<file path="src/sv/quadrature_encoder_detent_decoder_unit_assert.svh">
// Assertion macros shared by the encoder decoder modules.
// Each macro expects signals named clk and rst in the scope where it is used.
`ifndef QUADRATURE_ENCODER_DETENT_DECODER_UNIT_ASSERT_SVH
`define QUADRATURE_ENCODER_DETENT_DECODER_UNIT_ASSERT_SVH

// Same-cycle implication, switched off while reset is high.
`define QEDD_ASSERT_IMPL(name, ante, cons) \
  name: assert property (@(posedge clk) disable iff (rst) (ante) |-> (cons)) \
    else $error("qedd: same-cycle check failed");

// Next-cycle implication, switched off while reset is high.
`define QEDD_ASSERT_NEXT(name, ante, cons) \
  name: assert property (@(posedge clk) disable iff (rst) (ante) |=> (cons)) \
    else $error("qedd: next-cycle check failed");

`endif

</file>
<file path="src/sv/qedd_pkg.sv">
`default_nettype none

package qedd_pkg;

  // Sizes of the encoder set and of the item fields.
  localparam int ENCODER_COUNT = 4;
  localparam int IDX_W         = 2;
  localparam int NUMBER_W      = 3;
  localparam int TIME_W        = 32;
  localparam int DEB_W         = 8;
  localparam int SPD_W         = 4;
  localparam int ACC_W         = 4;
  localparam int SUM_W         = ACC_W + 1;
  localparam int STEP_W        = 2;

  // Configuration port.
  localparam int CFG_INDEX_W = 2;
  localparam int CFG_DATA_W  = 8;

  localparam logic [CFG_INDEX_W-1:0] REG_DEBOUNCE_MS      = 2'd0;
  localparam logic [CFG_INDEX_W-1:0] REG_STEPS_PER_DETENT = 2'd1;

  localparam logic [DEB_W-1:0] DEBOUNCE_RESET = 8'd15;
  localparam logic [SPD_W-1:0] STEPS_RESET    = 4'd4;
  localparam logic [SPD_W-1:0] STEPS_MIN      = 4'd1;
  localparam logic [SPD_W-1:0] STEPS_MAX      = 4'd8;

  // Step for each (old phase, new phase) pair, indexed by {old, new}.
  localparam logic signed [STEP_W-1:0] TRANSITION_STEP [16] = '{
     2'sd0, -2'sd1,  2'sd1,  2'sd0,
     2'sd1,  2'sd0,  2'sd0, -2'sd1,
    -2'sd1,  2'sd0,  2'sd0,  2'sd1,
     2'sd0,  2'sd1, -2'sd1,  2'sd0
  };

  // Live configuration as seen by the back end.
  typedef struct packed {
    logic [DEB_W-1:0] debounce_ms;
    logic [SPD_W-1:0] steps;
  } cfg_t;

  // Classified sample waiting between the front and the back end.
  typedef struct packed {
    logic [IDX_W-1:0]    idx;
    logic                hit;
    logic [1:0]          phase;
    logic                raw;
    logic [TIME_W-1:0]   now_ms;
    logic [NUMBER_W-1:0] number;
  } item_t;

  // Finished result word.
  typedef struct packed {
    logic [NUMBER_W-1:0]      number;
    logic signed [STEP_W-1:0] step;
    logic                     changed;
    logic                     pressed;
  } result_t;

endpackage

`default_nettype wire

</file>
<file path="src/sv/qedd_front.sv">
`default_nettype none

module qedd_front (
  input  wire logic                    clk,
  input  wire logic                    rst,
  input  wire logic                    push,
  output logic                         full,
  input  wire logic [qedd_pkg::IDX_W-1:0]  encoder_index,
  input  wire logic                    phase_a,
  input  wire logic                    phase_b,
  input  wire logic                    button_raw,
  input  wire logic [qedd_pkg::TIME_W-1:0] now_ms,
  output logic                         head_valid,
  input  wire logic                    head_ready,
  output qedd_pkg::item_t              head
);
  import qedd_pkg::*;

  `include "quadrature_encoder_detent_decoder_unit_assert.svh"

  item_t      slot [2];
  logic       wr_ptr;
  logic       rd_ptr;
  logic [1:0] count;
  item_t      word_in;
  logic       accept;
  logic       fq_pop;

  // Classify the incoming sample: encoder check, phase code and report number.
  always_comb begin
    word_in.idx    = encoder_index;
    word_in.hit    = (int'(encoder_index) < ENCODER_COUNT);
    word_in.phase  = {phase_a, phase_b};
    word_in.raw    = button_raw;
    word_in.now_ms = now_ms;
    word_in.number = {1'b0, encoder_index} + NUMBER_W'(1);
  end

  // Handshakes on both sides of the two-entry queue.
  assign full       = (count == 2'd2);
  assign accept     = push && !full;
  assign head_valid = (count != 2'd0);
  assign head       = slot[rd_ptr];
  assign fq_pop     = head_valid && head_ready;

  // Queue storage; the words themselves need no reset.
  always_ff @(posedge clk) begin
    if (accept) begin
      slot[wr_ptr] <= word_in;
    end
  end

  // Queue pointers and fill count.
  always_ff @(posedge clk) begin
    if (rst) begin
      wr_ptr <= 1'b0;
      rd_ptr <= 1'b0;
      count  <= 2'd0;
    end else begin
      if (accept) begin
        wr_ptr <= !wr_ptr;
      end
      if (fq_pop) begin
        rd_ptr <= !rd_ptr;
      end
      if (accept && !fq_pop) begin
        count <= count + 2'd1;
      end else if (fq_pop && !accept) begin
        count <= count - 2'd1;
      end
    end
  end

  `QEDD_ASSERT_IMPL(a_count_bound, 1'b1, count <= 2'd2)
  `QEDD_ASSERT_NEXT(a_push_grows, accept && !fq_pop, count == $past(count) + 2'd1)
  `QEDD_ASSERT_NEXT(a_full_holds, full && !fq_pop, full)

endmodule

`default_nettype wire

</file>
<file path="src/sv/qedd_back.sv">
`default_nettype none

module qedd_back (
  input  wire logic            clk,
  input  wire logic            rst,
  input  wire qedd_pkg::cfg_t  cfg,
  input  wire logic            head_valid,
  output logic                 head_ready,
  input  wire qedd_pkg::item_t head,
  output logic                 empty,
  input  wire logic            pop,
  output qedd_pkg::result_t    res_head
);
  import qedd_pkg::*;

  `include "quadrature_encoder_detent_decoder_unit_assert.svh"

  // Per-encoder state.
  logic [1:0]              phase_mem  [ENCODER_COUNT];
  logic signed [ACC_W-1:0] acc_mem    [ENCODER_COUNT];
  logic                    stable_mem [ENCODER_COUNT];
  logic                    last_raw   [ENCODER_COUNT];
  logic [TIME_W-1:0]       change_time[ENCODER_COUNT];

  // Output queue.
  result_t    oq [2];
  logic       oq_wr;
  logic       oq_rd;
  logic [1:0] oq_count;

  logic                     take;
  logic                     oq_pop;
  logic [3:0]               tix;
  logic signed [STEP_W-1:0] delta;
  logic signed [SUM_W-1:0]  acc_sum;
  logic signed [SUM_W-1:0]  spd;
  logic signed [SUM_W-1:0]  acc_adj;
  logic signed [STEP_W-1:0] detent;
  logic                     raw_diff;
  logic [TIME_W-1:0]        time_base;
  logic [TIME_W-1:0]        elapsed;
  logic                     settled;
  logic                     changed;
  logic                     pressed_next;
  result_t                  res;

  // An item is taken whenever the output queue has room.
  assign head_ready = (oq_count != 2'd2);
  assign take       = head_valid && head_ready;

  // Quadrature step and detent accumulation.
  always_comb begin
    tix     = {phase_mem[head.idx], head.phase};
    delta   = TRANSITION_STEP[tix];
    acc_sum = {acc_mem[head.idx][ACC_W-1], acc_mem[head.idx]}
              + {{(SUM_W-STEP_W){delta[STEP_W-1]}}, delta};
    spd     = {1'b0, cfg.steps};
    if (acc_sum >= spd) begin
      acc_adj = acc_sum - spd;
      detent  = 2'sd1;
    end else if (acc_sum <= -spd) begin
      acc_adj = acc_sum + spd;
      detent  = -2'sd1;
    end else begin
      acc_adj = acc_sum;
      detent  = 2'sd0;
    end
  end

  // Button debounce against the time of the last raw change.
  always_comb begin
    raw_diff     = (head.raw != last_raw[head.idx]);
    time_base    = raw_diff ? head.now_ms : change_time[head.idx];
    elapsed      = head.now_ms - time_base;
    settled      = (elapsed >= {{(TIME_W-DEB_W){1'b0}}, cfg.debounce_ms});
    changed      = head.hit && settled && (head.raw != stable_mem[head.idx]);
    pressed_next = changed ? head.raw : stable_mem[head.idx];
  end

  // Result word; a sample for an absent encoder reports its number with step, changed and pressed all zero.
  always_comb begin
    res.number  = head.number;
    res.step    = head.hit ? detent : 2'sd0;
    res.changed = changed;
    res.pressed = head.hit && pressed_next;
  end

  // State update for the encoder named by the item.
  always_ff @(posedge clk) begin
    if (rst) begin
      for (int i = 0; i < ENCODER_COUNT; i++) begin
        phase_mem[i]   <= 2'd0;
        acc_mem[i]     <= '0;
        stable_mem[i]  <= 1'b0;
        last_raw[i]    <= 1'b0;
        change_time[i] <= '0;
      end
    end else if (take && head.hit) begin
      phase_mem[head.idx]  <= head.phase;
      acc_mem[head.idx]    <= acc_adj[ACC_W-1:0];
      stable_mem[head.idx] <= pressed_next;
      if (raw_diff) begin
        last_raw[head.idx]    <= head.raw;
        change_time[head.idx] <= head.now_ms;
      end
    end
  end

  // Output queue storage.
  always_ff @(posedge clk) begin
    if (take) begin
      oq[oq_wr] <= res;
    end
  end

  assign empty    = (oq_count == 2'd0);
  assign oq_pop   = pop && !empty;
  assign res_head = oq[oq_rd];

  // Output queue pointers and fill count.
  always_ff @(posedge clk) begin
    if (rst) begin
      oq_wr    <= 1'b0;
      oq_rd    <= 1'b0;
      oq_count <= 2'd0;
    end else begin
      if (take) begin
        oq_wr <= !oq_wr;
      end
      if (oq_pop) begin
        oq_rd <= !oq_rd;
      end
      if (take && !oq_pop) begin
        oq_count <= oq_count + 2'd1;
      end else if (oq_pop && !take) begin
        oq_count <= oq_count - 2'd1;
      end
    end
  end

  `QEDD_ASSERT_NEXT(a_phase_kept, take && head.hit, phase_mem[$past(head.idx)] == $past(head.phase))
  `QEDD_ASSERT_IMPL(a_press_follows_raw, take && res.changed, res.pressed == head.raw)
  `QEDD_ASSERT_IMPL(a_miss_quiet, take && !head.hit, (res.step == 2'sd0) && !res.changed && !res.pressed)

endmodule

`default_nettype wire

</file>
<file path="src/sv/quadrature_encoder_detent_decoder_unit.sv">
// A sample taken by the front queue moves on to the output queue, where its result word
// appears and can be popped.
// Throughput: one sample per cycle while neither queue is full, as the back end updates
// the per-encoder state for each item it takes. Holding pop low fills both two-entry queues
// and raises full; after such a stall the input flows again once the first pop frees room.
// Synchronous active-high reset clears encoder state and queues; debounce 15 ms, 4 steps.
`default_nettype none

module quadrature_encoder_detent_decoder_unit (
  input  wire logic                              clk,
  input  wire logic                              rst,
  input  wire logic                              push,
  output logic                                   full,
  input  wire logic [qedd_pkg::IDX_W-1:0]        encoder_index,
  input  wire logic                              phase_a,
  input  wire logic                              phase_b,
  input  wire logic                              button_raw,
  input  wire logic [qedd_pkg::TIME_W-1:0]       now_ms,
  output logic                                   empty,
  input  wire logic                              pop,
  output logic [qedd_pkg::NUMBER_W-1:0]          encoder_number,
  output logic signed [qedd_pkg::STEP_W-1:0]     detent_step,
  output logic                                   button_changed,
  output logic                                   button_pressed,
  input  wire logic                              cfg_valid,
  output logic                                   cfg_ready,
  input  wire logic [qedd_pkg::CFG_INDEX_W-1:0]  cfg_index,
  input  wire logic [qedd_pkg::CFG_DATA_W-1:0]   cfg_data
);
  import qedd_pkg::*;

  cfg_t             cfg;
  logic [SPD_W-1:0] steps_in;
  logic             head_valid;
  logic             head_ready;
  item_t            head;
  result_t          res_head;

  // Configuration writes are always taken.
  assign cfg_ready = 1'b1;
  assign steps_in  = cfg_data[SPD_W-1:0];

  // Configuration registers; steps per detent is stored already clamped to 1..8.
  always_ff @(posedge clk) begin
    if (rst) begin
      cfg.debounce_ms <= DEBOUNCE_RESET;
      cfg.steps       <= STEPS_RESET;
    end else if (cfg_valid && cfg_ready) begin
      case (cfg_index)
        REG_DEBOUNCE_MS: begin
          cfg.debounce_ms <= cfg_data;
        end
        REG_STEPS_PER_DETENT: begin
          if (steps_in < STEPS_MIN) begin
            cfg.steps <= STEPS_MIN;
          end else if (steps_in > STEPS_MAX) begin
            cfg.steps <= STEPS_MAX;
          end else begin
            cfg.steps <= steps_in;
          end
        end
        default: begin
        end
      endcase
    end
  end

  // Front end: accepts and classifies samples.
  qedd_front u_front (
    .clk           (clk),
    .rst           (rst),
    .push          (push),
    .full          (full),
    .encoder_index (encoder_index),
    .phase_a       (phase_a),
    .phase_b       (phase_b),
    .button_raw    (button_raw),
    .now_ms        (now_ms),
    .head_valid    (head_valid),
    .head_ready    (head_ready),
    .head          (head)
  );

  // Back end: updates encoder state and queues results.
  qedd_back u_back (
    .clk        (clk),
    .rst        (rst),
    .cfg        (cfg),
    .head_valid (head_valid),
    .head_ready (head_ready),
    .head       (head),
    .empty      (empty),
    .pop        (pop),
    .res_head   (res_head)
  );

  assign encoder_number = res_head.number;
  assign detent_step    = res_head.step;
  assign button_changed = res_head.changed;
  assign button_pressed = res_head.pressed;

endmodule

`default_nettype wire

</file>
<file path="config.mk">
export PLATFORM = sky130hd
export DESIGN_NAME = quadrature_encoder_detent_decoder_unit
export DESIGN_NICKNAME = d
export VERILOG_FILES = /design/src/sv/qedd_pkg.sv /design/src/sv/qedd_front.sv /design/src/sv/qedd_back.sv /design/src/sv/quadrature_encoder_detent_decoder_unit.sv
export VERILOG_INCLUDE_DIRS = /design/src /design/src/sv
export SDC_FILE = /design/constraint.sdc
export NUM_CORES = 1
export LEC_CHECK = 0
export BUFFER_PORTS_ARGS = -buffer_cell sky130_fd_sc_hd__buf_2
export CAP_MARGIN = 20
export CORE_ASPECT_RATIO = 1.2
export CORE_MARGIN = 2
export CORE_UTILIZATION = 47
export CTS_BUF_LIST = sky130_fd_sc_hd__clkbuf_8
export CTS_CLUSTER_SIZE = 16
export DETAILED_ROUTE_END_ITERATION = 10
export GPL_ROUTABILITY_DRIVEN = 0
export HOLD_SLACK_MARGIN = 0.05
export SETUP_SLACK_MARGIN = 0.3
export SLEW_MARGIN = 15
export SYNTH_ARGS = -nofsm -noshare
export SYNTH_HDL_FRONTEND = slang
export SYNTH_HIERARCHICAL = 1
export SYNTH_SLANG_ARGS = --single-unit
</file>
<file path="constraint.sdc">
create_clock -name clk -period 7.85 [get_ports clk]
set_input_delay 1.57 -clock clk [delete_from_list [all_inputs] [get_ports clk]]
set_output_delay 1.57 -clock clk [all_outputs]
set_load 0.05 [all_outputs]
</file>
==> flow_metrics.tcl, run 1 <==
set metrics [dict create \
    top_layer_used "met4" \
    syn_avg_cell_area_um2 12.8 \
    post_cts_buffers 0 \
    synth_area_um2 14800 \
    async_flop_share_pct 0 \
    clockBufferDepth 3 \
    max-cap-violations 0 \
    p_total_w 0.00683 \
    fin_setup_tns_ps 0 \
    synth_cell_types 78 \
    wl_mm 33.2 \
    rows 71 \
    p_per_area_nw_per_um2 418 \
    ant_nets 0 \
    finalSetupViolations 0 \
    fillers 2695 \
    syn_to_final_growth_pct 10.6 \
    gr-total-overflow 0 \
    clkSinkCount 276 \
    drt_iter0_markers 543 \
    hpwl_mm 22.3 \
    vias 9378 \
    period_share_pct 75.7 \
    r2r_end "u_back/oq[0][1]$_DFFE_PP_" \
    yosys-top-cells-count "254 x edfxtp_1, 129 x and2_1, 71 x nor2_1, 62 x ha_1, 52 x a21oi_1" \
    grt_pass1_vias 9545 \
    port_buffers 60 \
    rsz0062_at_grt "no" \
    synth_area_leaders "edfxtp_1 52%, mux4_2 6.2%, and2_1 5.5%" \
    fin_area_um2 16300 \
    dpl_cell_area_um2 15400 \
    period_needed_ps 5940 \
    syn_nets 1273 \
    hold_class "reg2reg" \
    synth.largest_area_cell "edfxtp_1" \
    met3WireLength_mm 1.03 \
    max_stage_delay_ps 580 \
    clkSlewWorstSetupHoldPaths_ps 60 \
    finalMaxSlewViolations 0 \
    core_um2 31200 \
    min_from "u_front/wr_ptr$_SDFFE_PP0P_" \
    die_h_um 198 \
    fmax_ghz 0.168 \
    ys_warn_count 6 \
    met1_length_mm 13.5 \
    worst_hold_path.endpoint "u_front/wr_ptr$_SDFFE_PP0P_" \
    arrival_ps 6260 \
    critPathMaxFanout 39 \
    cts_hold_buf 0 \
    vdd_drop_max_uv 245 \
    crit_top_cell "a21oi_1" \
    critPathKind "reg2reg" \
    synth-seq-cells 276 \
    die_w_um 166 \
    relSlewSlack_pct 30.9 \
    cts_root_buf "clkbuf_8" \
    drive_gt1_share_pct 20.0 \
    path_delay_family "simple AND/OR/NAND/NOR gates" \
    initial_core_util_pct 47.4 \
    dr_wl_met2_mm 17.3 \
    finalHoldViolations 0 \
    synth_top_area_share_pct 51.6 \
    outcome "completed" \
    p_leak_nw 6.24 \
    critPathSlowestCell "or4_1" \
    synth-main-ff-cell "edfxtp_1" \
    yosysMostFrequentCell "edfxtp_1" \
    path_buf_inv 2 \
    syn-instance-count 1155 \
    synth-edff-count 254 \
    cts_resized 0 \
    crit_required_ps 8170 \
    grt_pass1_wl_mm 52.7 \
    cts_tree "yes" \
    pin_count 62 \
    die_area_um2 32900 \
    grt_max_degree 46 \
    avgViaCountPerCell 5.68 \
    ys_seq_area_share_pct 54.6 \
    grt_usage_pct 20.6 \
    cts.htree.levels 2 \
    antenna_found_initial 0 \
    critPathCaptureType "flop" \
    r2r_cells 21 \
    crit_chain "buf_4 > mux2_2 > mux4_2 > xnor2_2 > buf_4 > mux2i_1 > ha_1 > o211ai_1 > a21oi_1 > nor2_1 > o21ai_0 > xor2_1 > ha_1 > a21oi_1 > o311ai_0 > a21oi_1 > nand4_1 > or4_1 > nor4_4 > nand4_4 > and3_1" \
    hold_depth 2 \
    reg2reg_slack_ps 1910 \
    avgRoutedWirePerCell_um 20.1 \
    fin_nets 1332 \
    fin_skew_ps 24.4 \
    tightestPinTransition_ps 1040 \
    start_kind "flop" \
    route.detailed.drc 0 \
    insertion_delay_ps 570 \
    numCtsBuffers 44 \
    firstDrtPassIters 7 \
]
## registers in the layout, indices dropped and copies added (netlist names), named ones only
| signal | flops |
|---|---|
| u_front/rd_ptr | 1 |
| u_back/last_raw | 4 |
| u_back/oq_rd | 1 |
| u_back/change_time | 128 |
| u_back/phase_mem | 8 |
| u_front/slot | 80 |
| u_back/oq_wr | 1 |
| u_front/count | 2 |
| u_back/stable_mem | 4 |
| u_front/wr_ptr | 1 |
| u_back/acc_mem | 16 |
| u_back/oq | 14 |
| u_back/oq_count | 2 |
| cfg | 12 |
## power breakdown
group	switching (W)	total (W)	internal (W)
logic	0.00230	0.00371	0.00141
registers	0.0000530	0.00188	0.00183
clock network	0.000565	0.00124	0.000674
total	0.00291	0.00683	0.00392
## tightest hold or removal path: stages, from the launching register on
cell and delay [ps]:
dfxtp_1 310, o21ai_0 70, a21oi_1 60
## metal layers
metal / vias up / GRT usage (%)
li1: 4458 / -
met1: 4655 / 24.2
met2: 195 / 37.4
met3: 70 / 3.14
met4: 0 / 8.95
met5: - / 0
## per-stage QoR
stage	hold slack [ps]	std cells	utilization, %	worst slack (ps)
4_1_cts	493	1650	52.3	1900
2_1_floorplan	452	1155	-	2060
6_report	490	1652	52.4	1910
3_5_place_dp	484	1568	49.5	1960
5_1_grt	515	1651	52.4	1550
3_3_place_gp	466	1568	49.5	2060
## layout by cell type (no fill, tap or decap), types with 4 or more instances in the layout
master	count
ha_1	62
mux2i_1	43
dfxtp_1	21
nand2_1	47
or3_1	11
o21ai_1	9
and3_1	7
bufinv_16	4
o21ai_0	25
nand3_1	14
buf_2	60
a21o_1	12
inv_1	50
clkinv_2	6
xor2_1	15
buf_4	12
nor2_1	71
mux2_2	49
or2_2	5
a21oi_1	52
a211o_1	5
nor2b_1	9
o21a_1	11
o211ai_1	7
nand2b_1	18
a31oi_1	5
clkinv_1	12
clkbuf_8	45
nor4_1	4
mux4_2	41
fa_1	4
o21bai_1	4
and2_1	128
xnor2_1	16
edfxtp_1	254
a211oi_1	7
nand4_1	19
nor3_1	24
## logic make-up (layout without fill, tap and decap cells)
logic type / Yosys count / count (layout) / share of synthesized area [%]
DFF: 276 / 276 / 54.6
AOI/OAI and AO/OA: 170 / 170 / 7.74
xor gates and xnor gates: 32 / 32 / 1.90
and+or+nand+nor: 377 / 377 / 14.3
muxes: 133 / 133 / 12.9
buffers and inverters: 99 / 194 / 2.74
adders and majority gates: 66 / 66 / 5.79
other: 2 / 3 / 0.0508
## worst max path at each step
stage                     startpoint                                 end  slack, ps  cells past startpoint
after floorplan                 flop           u_back/oq[0][1]$_DFFE_PP_       2060                     23
after global placement          flop  u_back/acc_mem[1][0]$_SDFFCE_PN0P_       2060                     18
after detailed placement        flop  u_back/acc_mem[1][0]$_SDFFCE_PN0P_       1960                     18
after CTS                       flop  u_back/acc_mem[1][0]$_SDFFCE_PN0P_       1900                     18
after global routing            flop  u_back/acc_mem[1][0]$_SDFFCE_PN0P_       1550                     18
final                           flop           u_back/oq[0][1]$_DFFE_PP_       1910                     21
## area by class of cell
cell class / count / area [um^2] / share of cell area (%)
Multi-Input combinational cell: 780 / 6320 / 38.7
Sequential cell: 276 / 8070 / 49.4
Clock inverter: 37 / 272 / 1.66
Timing Repair Buffer: 73 / 410 / 2.51
Clock buffer: 45 / 619 / 3.79
Tap cell: 401 / 502 / 3.07
Inverter: 39 / 146 / 0.896
Antenna cell: 1 / 2.50 / 0.0153
(Power assumes the default switching activity.)
==> run 2: changes to the inputs <==
--- a/config.mk
+++ b/config.mk
@@ -16,6 +16,7 @@
 export DETAILED_ROUTE_END_ITERATION = 10
 export GPL_ROUTABILITY_DRIVEN = 0
 export HOLD_SLACK_MARGIN = 0.05
+export PLACE_DENSITY = 0.66
 export SETUP_SLACK_MARGIN = 0.3
 export SLEW_MARGIN = 15
 export SYNTH_ARGS = -nofsm -noshare
==> constraint.sdc (replaced) <==
create_clock -name clk -period 5.4 [get_ports clk]
set_input_delay 1.08 -clock clk [delete_from_list [all_inputs] [get_ports clk]]
set_output_delay 1.08 -clock clk [all_outputs]
set_load 0.05 [all_outputs]
==> run 2 against run 1 <==
Effect of this change:
- sequential cell count unchanged
- global-route usage about the same
- clock skew up 5.5 ps
- first-iteration DRC count grew 28%
- clock power rose by 48%
- utilization increased by 2.3 points
- power up 60%
- wire length rose by 2.0%
- sequential share of layout area shrank 2.1 points
- clock-buffer cell count grew 3
- register-to-register slack got worse by 1500 ps
- hold slack lost 3.0 ps
==> flow_metrics.tcl, run 2 (synthesis gave the netlist of run 1 again) <==
set metrics [dict create \
    tightestPinTransition_ps 1040 \
    hpwl_mm 22.9 \
    max-cap-violations 0 \
    critPathKind "reg2reg" \
    fin_skew_ps 29.8 \
    avgViaCountPerCell 5.68 \
    layout_commonest_cell "edfxtp_1" \
    fmax_ghz 0.198 \
    p_sw_w 0.00462 \
    clkSlewWorstSetupHoldPaths_ps 70 \
    fillers 2599 \
    power_frac_clock_pct 16.7 \
    insertion_delay_ps 580 \
    numCtsBuffers 44 \
    ant_nets 0 \
    cts_tree "yes" \
    grt_pass1_vias 9831 \
    firstDrtPassIters 4 \
    cts_hold_buf 0 \
    crit_required_ps 5730 \
    reg.largest.list "u_back/change_time: 128 flops, u_front/slot: 80 flops, u_back/acc_mem: 16 flops" \
    crit_chain "mux2_4 > mux4_2 > xnor2_4 > buf_12 > buf_12 > mux2i_2 > ha_4 > a211o_1 > a211oi_2 > a221o_1 > buf_4 > a211oi_1 > or4_4 > a2111oi_4 > nand4_4 > and3_4" \
    min_from "u_front/wr_ptr$_SDFFE_PP0P_" \
    avgRoutedWirePerCell_um 20.0 \
    gr-total-overflow 0 \
    relSlewSlack_pct 30.7 \
    r2r_cells 16 \
    p_leak_nw 6.52 \
    rows 71 \
    final_cell_mix "254 x edfxtp_1, 128 x and2_1, 70 x nor2_1" \
    fin_nets 1378 \
    critPathCaptureType "flop" \
    outcome "completed" \
    start_kind "flop" \
    critPathSlowestCell "mux4_2" \
    core_um2 31200 \
    crit_top_cell "buf_12" \
    power.internal_w 0.00629 \
    critPathMaxFanout 18 \
    drive_gt1_share_pct 26.7 \
    route.detailed.drc 0 \
    num_antenna_cells 0 \
    vias 9620 \
    finalSetupViolations 0 \
    hold_class "reg2reg" \
    p_total_w 0.0109 \
    regMostFlops "u_back/change_time" \
    largest_reg_flops 128 \
    finalHoldViolations 0 \
    initial_core_util_pct 47.4 \
    p_per_area_nw_per_um2 640 \
    syn_to_final_growth_pct 15.5 \
    cts.htree.levels 2 \
    period_needed_ps 5040 \
    pin_count 62 \
    max_stage_delay_ps 550 \
    arrival_ps 5380 \
    grt_max_degree 41 \
    antenna_found_initial 0 \
    grt_pass1_wl_mm 52.9 \
    period_share_pct 93.4 \
    wl_mm 33.8 \
    fin_setup_tns_ps 0 \
    drt_iter0_markers 694 \
    grt_usage_pct 20.6 \
    comb_power_share_pct 58.2 \
    vdd_drop_max_uv 450 \
    hold_depth 2 \
    rsz0062_at_grt "yes" \
    sequentialPowerShare_pct 25.1 \
    die_h_um 198 \
    clkSinkCount 276 \
    switching_share_pct 42.4 \
    port_buffers 60 \
    cts_root_buf "clkbuf_8" \
    clockBufferDepth 3 \
    finalMaxSlewViolations 0 \
    die_area_um2 32900 \
    die_w_um 166 \
]
## run 2: cell type report
class                      count  area (um^2)  area share, %
clock buffer                  48          661           3.87
clock inverter                32          250           1.47
inverter                      39          146          0.858
multi-input combinational    781         6630           38.9
sequential                   276         8070           47.3
tap                          401          502           2.94
timing repair buffer         118          805           4.71
## run 2: worst paths after layout
path / end / slack, ps
max: u_back/oq[1][1]$_DFFE_PP_ / 360
max reg2reg: u_back/oq[1][1]$_DFFE_PP_ / 360
min: u_front/wr_ptr$_SDFFE_PP0P_ / 490
min reg2reg: u_front/wr_ptr$_SDFFE_PP0P_ / 490
## run 2: per-stage QoR
stage / instances / hold WS, ps / utilization [%] / worst slack, ps / instance area (um^2)
final: 1695 / 487 / 54.7 / 359 / 17100
after global routing: 1695 / 515 / 54.7 / 184 / 17100
after CTS: 1677 / 488 / 53.5 / 301 / 16700
after detailed placement: 1593 / 479 / 50.3 / 107 / 15700
after global placement: 1593 / 466 / 50.3 / 132 / 15700
after floorplan: 1155 / 452 / - / 309 / 14900
## run 2: timing repair
action	in CTS	in global routing
setup buffers	3	17
resized for setup	9	56
pin swaps	5	27
cloned	1	0
endpoints found under the hold margin	0	0
setup endpoints to repair	9	12
## run 2: per-layer routing
layer / up-vias / global-route usage [%] / share of wire (%)
li1: 4538 / - / -
met1: 4735 / 25.9 / 42
met2: 264 / 35.7 / 50
met3: 83 / 3.22 / 4.4
met4: 0 / 8.47 / 3.3
met5: - / 0 / 0
## run 2: worst max-delay path, delay by kind of cell, from the launching register on
family | cells | cell delay, ps
XOR/XNOR | 1 | 250
adder cells (fa/ha/maj) | 1 | 260
multiplexers | 3 | 1150
buffers and inverters | 3 | 470
flip-flops | 1 | 390
AND/OR/NAND/NOR | 3 | 1000
AO/OA/AOI/OAI | 5 | 1230
## run 2: power by group through the flow
stage	logic (W)	clock network [W]	registers (W)
after floorplan	0.00420	0	0.00275
after global placement	0.00567	0	0.00278
after detailed placement	0.00572	0	0.00279
after CTS	0.00586	0.00188	0.00275
after global routing	0.00688	0.00197	0.00277
final	0.00635	0.00183	0.00274
==> run 3: changes to the inputs <==
--- a/config.mk
+++ b/config.mk
@@ -16,7 +16,6 @@
 export DETAILED_ROUTE_END_ITERATION = 10
 export GPL_ROUTABILITY_DRIVEN = 0
 export HOLD_SLACK_MARGIN = 0.05
-export PLACE_DENSITY = 0.66
 export SETUP_SLACK_MARGIN = 0.3
 export SLEW_MARGIN = 15
 export SYNTH_ARGS = -nofsm -noshare
==> constraint.sdc (replaced) <==
create_clock -name clk -period 5 [get_ports clk]
set_input_delay 1 -clock clk [delete_from_list [all_inputs] [get_ports clk]]
set_output_delay 1 -clock clk [all_outputs]
set_load 0.05 [all_outputs]
==> run 3 against run 2 <==
Effect of this change:
- combinational power rose by 18%
- die area did not move
- utilization rose by 0.93 points
- global-route usage fell by 0.10 points
- critical endpoint is now u_back/oq[0][1]$_DFFE_PP_
- highest routed layer unchanged
- cell count rose by 2.4%
- wire length rose by 0.81%
- worst setup slack got worse by 200 ps
- clock skew fell by 13 ps
- first-iteration DRC count fell by 16%
==> flow_metrics.tcl, run 3 (synthesis gave the netlist of run 1 again) <==
set metrics [dict create \
    fmax_ghz 0.206 \
    placed_cells 1624 \
    finalSetupViolations 0 \
    power_frac_clock_pct 15.3 \
    path_buf_inv 2 \
    firstDrtPassIters 5 \
    crit_chain "mux2_4 > mux4_2 > xnor2_4 > buf_12 > buf_12 > mux2i_1 > ha_2 > nand2_1 > or3_1 > a221o_1 > and3_4 > or4_4 > a2111oi_4 > nand4_4 > and3_4" \
    largest_reg_flops 128 \
    fin_nets 1420 \
    die_w_um 166 \
    numCtsBuffers 45 \
    cts_root_buf "clkbuf_8" \
    grt_pass1_wl_mm 52.9 \
    crit_required_ps 5320 \
    avgRoutedWirePerCell_um 19.6 \
    hpwl_mm 23.2 \
    met1_length_mm 15.3 \
    route.detailed.drc 0 \
    arrival_ps 5170 \
    grt_pass1_vias 9691 \
    p_per_area_nw_per_um2 711 \
    gr-total-overflow 0 \
    top_layer_used "met4" \
    initial_core_util_pct 47.4 \
    fillers 2640 \
    start_kind "flop" \
    path_delay_family "simple AND/OR/NAND/NOR gates" \
    reg.largest.list "u_back/change_time: 128 flops, u_front/slot: 80 flops, u_back/acc_mem: 16 flops" \
    pin_count 62 \
    insertion_delay_ps 570 \
    p_sw_w 0.00517 \
    relSlewSlack_pct 33.3 \
    antenna_found_initial 0 \
    die_area_um2 32900 \
    p_leak_nw 6.75 \
    dr_wl_met2_mm 16.5 \
    critPathCaptureType "flop" \
    grt_max_degree 41 \
    wl_mm 34.1 \
    rsz0062_at_grt "yes" \
    cts_tree "yes" \
    switching_share_pct 41.9 \
    cts.htree.levels 2 \
    cts_hold_buf 0 \
    clockBufferDepth 3 \
    num_antenna_cells 0 \
    fin_skew_ps 16.8 \
    multi_input_area_um2 6610 \
    clkSlewWorstSetupHoldPaths_ps 60 \
    layout_commonest_cell "edfxtp_1" \
    drt_iter0_markers 583 \
    critPathMaxFanout 16 \
    outcome "completed" \
    max-cap-violations 0 \
    hold_class "reg2reg" \
    power.internal_w 0.00717 \
    die_h_um 198 \
    port_buffers 60 \
    finalMaxSlewViolations 0 \
    avgViaCountPerCell 5.60 \
    rows 71 \
    regMostFlops "u_back/change_time" \
    ant_nets 0 \
    sequentialPowerShare_pct 24.0 \
    period_needed_ps 4840 \
    met3WireLength_mm 1.55 \
    finalHoldViolations 0 \
    core_um2 31200 \
    critPathKind "reg2reg" \
    drive_gt1_share_pct 29.2 \
    tightestPinTransition_ps 1000 \
    critPathSlowestCell "mux4_2" \
    p_total_w 0.0123 \
    seqCellArea_um2 8070 \
    syn_to_final_growth_pct 17.5 \
    clkSinkCount 276 \
    whs_ps 487 \
    final_cell_mix "254 x edfxtp_1, 128 x and2_1, 90 x buf_4" \
    vias 9723 \
    comb_power_share_pct 60.7 \
    vdd_drop_max_uv 622 \
    grt_usage_pct 20.5 \
    post-route-util_pct 55.7 \
    period_share_pct 96.9 \
    max_stage_delay_ps 500 \
    stdcell_count 1736 \
]
[run 3: per-layer routing]
| layer | global-route usage [%] | up-vias |
|---|---|---|
| met5 | 0 | - |
| met4 | 6.57 | 0 |
| met3 | 3.08 | 49 |
| met2 | 33.5 | 253 |
| met1 | 28.3 | 4807 |
| li1 | - | 4614 |
[run 3: per-stage QoR]
step / setup slack, ps / TNS (ps) / cell area, um^2
floorplan: 78.3 / 0 / 14900
global placement: 40.9 / 0 / 16000
detailed placement: -83.3 / -437 / 16000
CTS: 153 / 0 / 17000
global route: 4.83 / 0 / 17400
finish: 155 / 0 / 17400
[run 3: layout make-up]
cell class,count,area share [%]
Tap cell,401,2.89
Sequential cell,276,46.5
Clock buffer,52,4.12
Timing Repair Buffer,160,6.68
Clock inverter,28,0.894
Inverter,39,0.843
Multi-Input combinational cell,780,38.1
[run 3: repair_timing]
item,CTS,global route
pin swaps,14,18
gates cloned,0,2
gates resized for setup,22,38
buffers inserted,8,22
endpoints found under the setup margin,25,28
[run 3: worst paths after layout]
| kind | from | endpoint | slack, ps | cells past startpoint |
|---|---|---|---|---|
| worst max-delay path | flop | u_back/oq[0][1]$_DFFE_PP_ | 160 | 15 |
| worst min-delay path | u_front/wr_ptr$_SDFFE_PP0P_ | u_front/wr_ptr$_SDFFE_PP0P_ | 490 | 2 |
| worst max register to register | flop | u_back/oq[0][1]$_DFFE_PP_ | 160 | 15 |
| worst min register to register | u_front/wr_ptr$_SDFFE_PP0P_ | u_front/wr_ptr$_SDFFE_PP0P_ | 490 | 2 |
[run 3: power by group through the flow]
stage	Sequential, W	Clock [W]	Combinational (W)
after floorplan	0.00297	0	0.00460
after global placement	0.00300	0	0.00655
after detailed placement	0.00301	0	0.00657
after CTS	0.00296	0.00195	0.00682
after global routing	0.00299	0.00203	0.00815
final	0.00296	0.00189	0.00749
[run 3: worst reg2reg max path: cells and delay by family, from the launching register on]
| kind | cells | cell delay [ps] |
|---|---|---|
| buf+inv | 2 | 340 |
| mux | 3 | 910 |
| xor+xnor | 1 | 270 |
| fa+ha+maj | 1 | 390 |
| flops | 1 | 360 |
| compound gates | 2 | 700 |
| simple gates | 6 | 1640 |
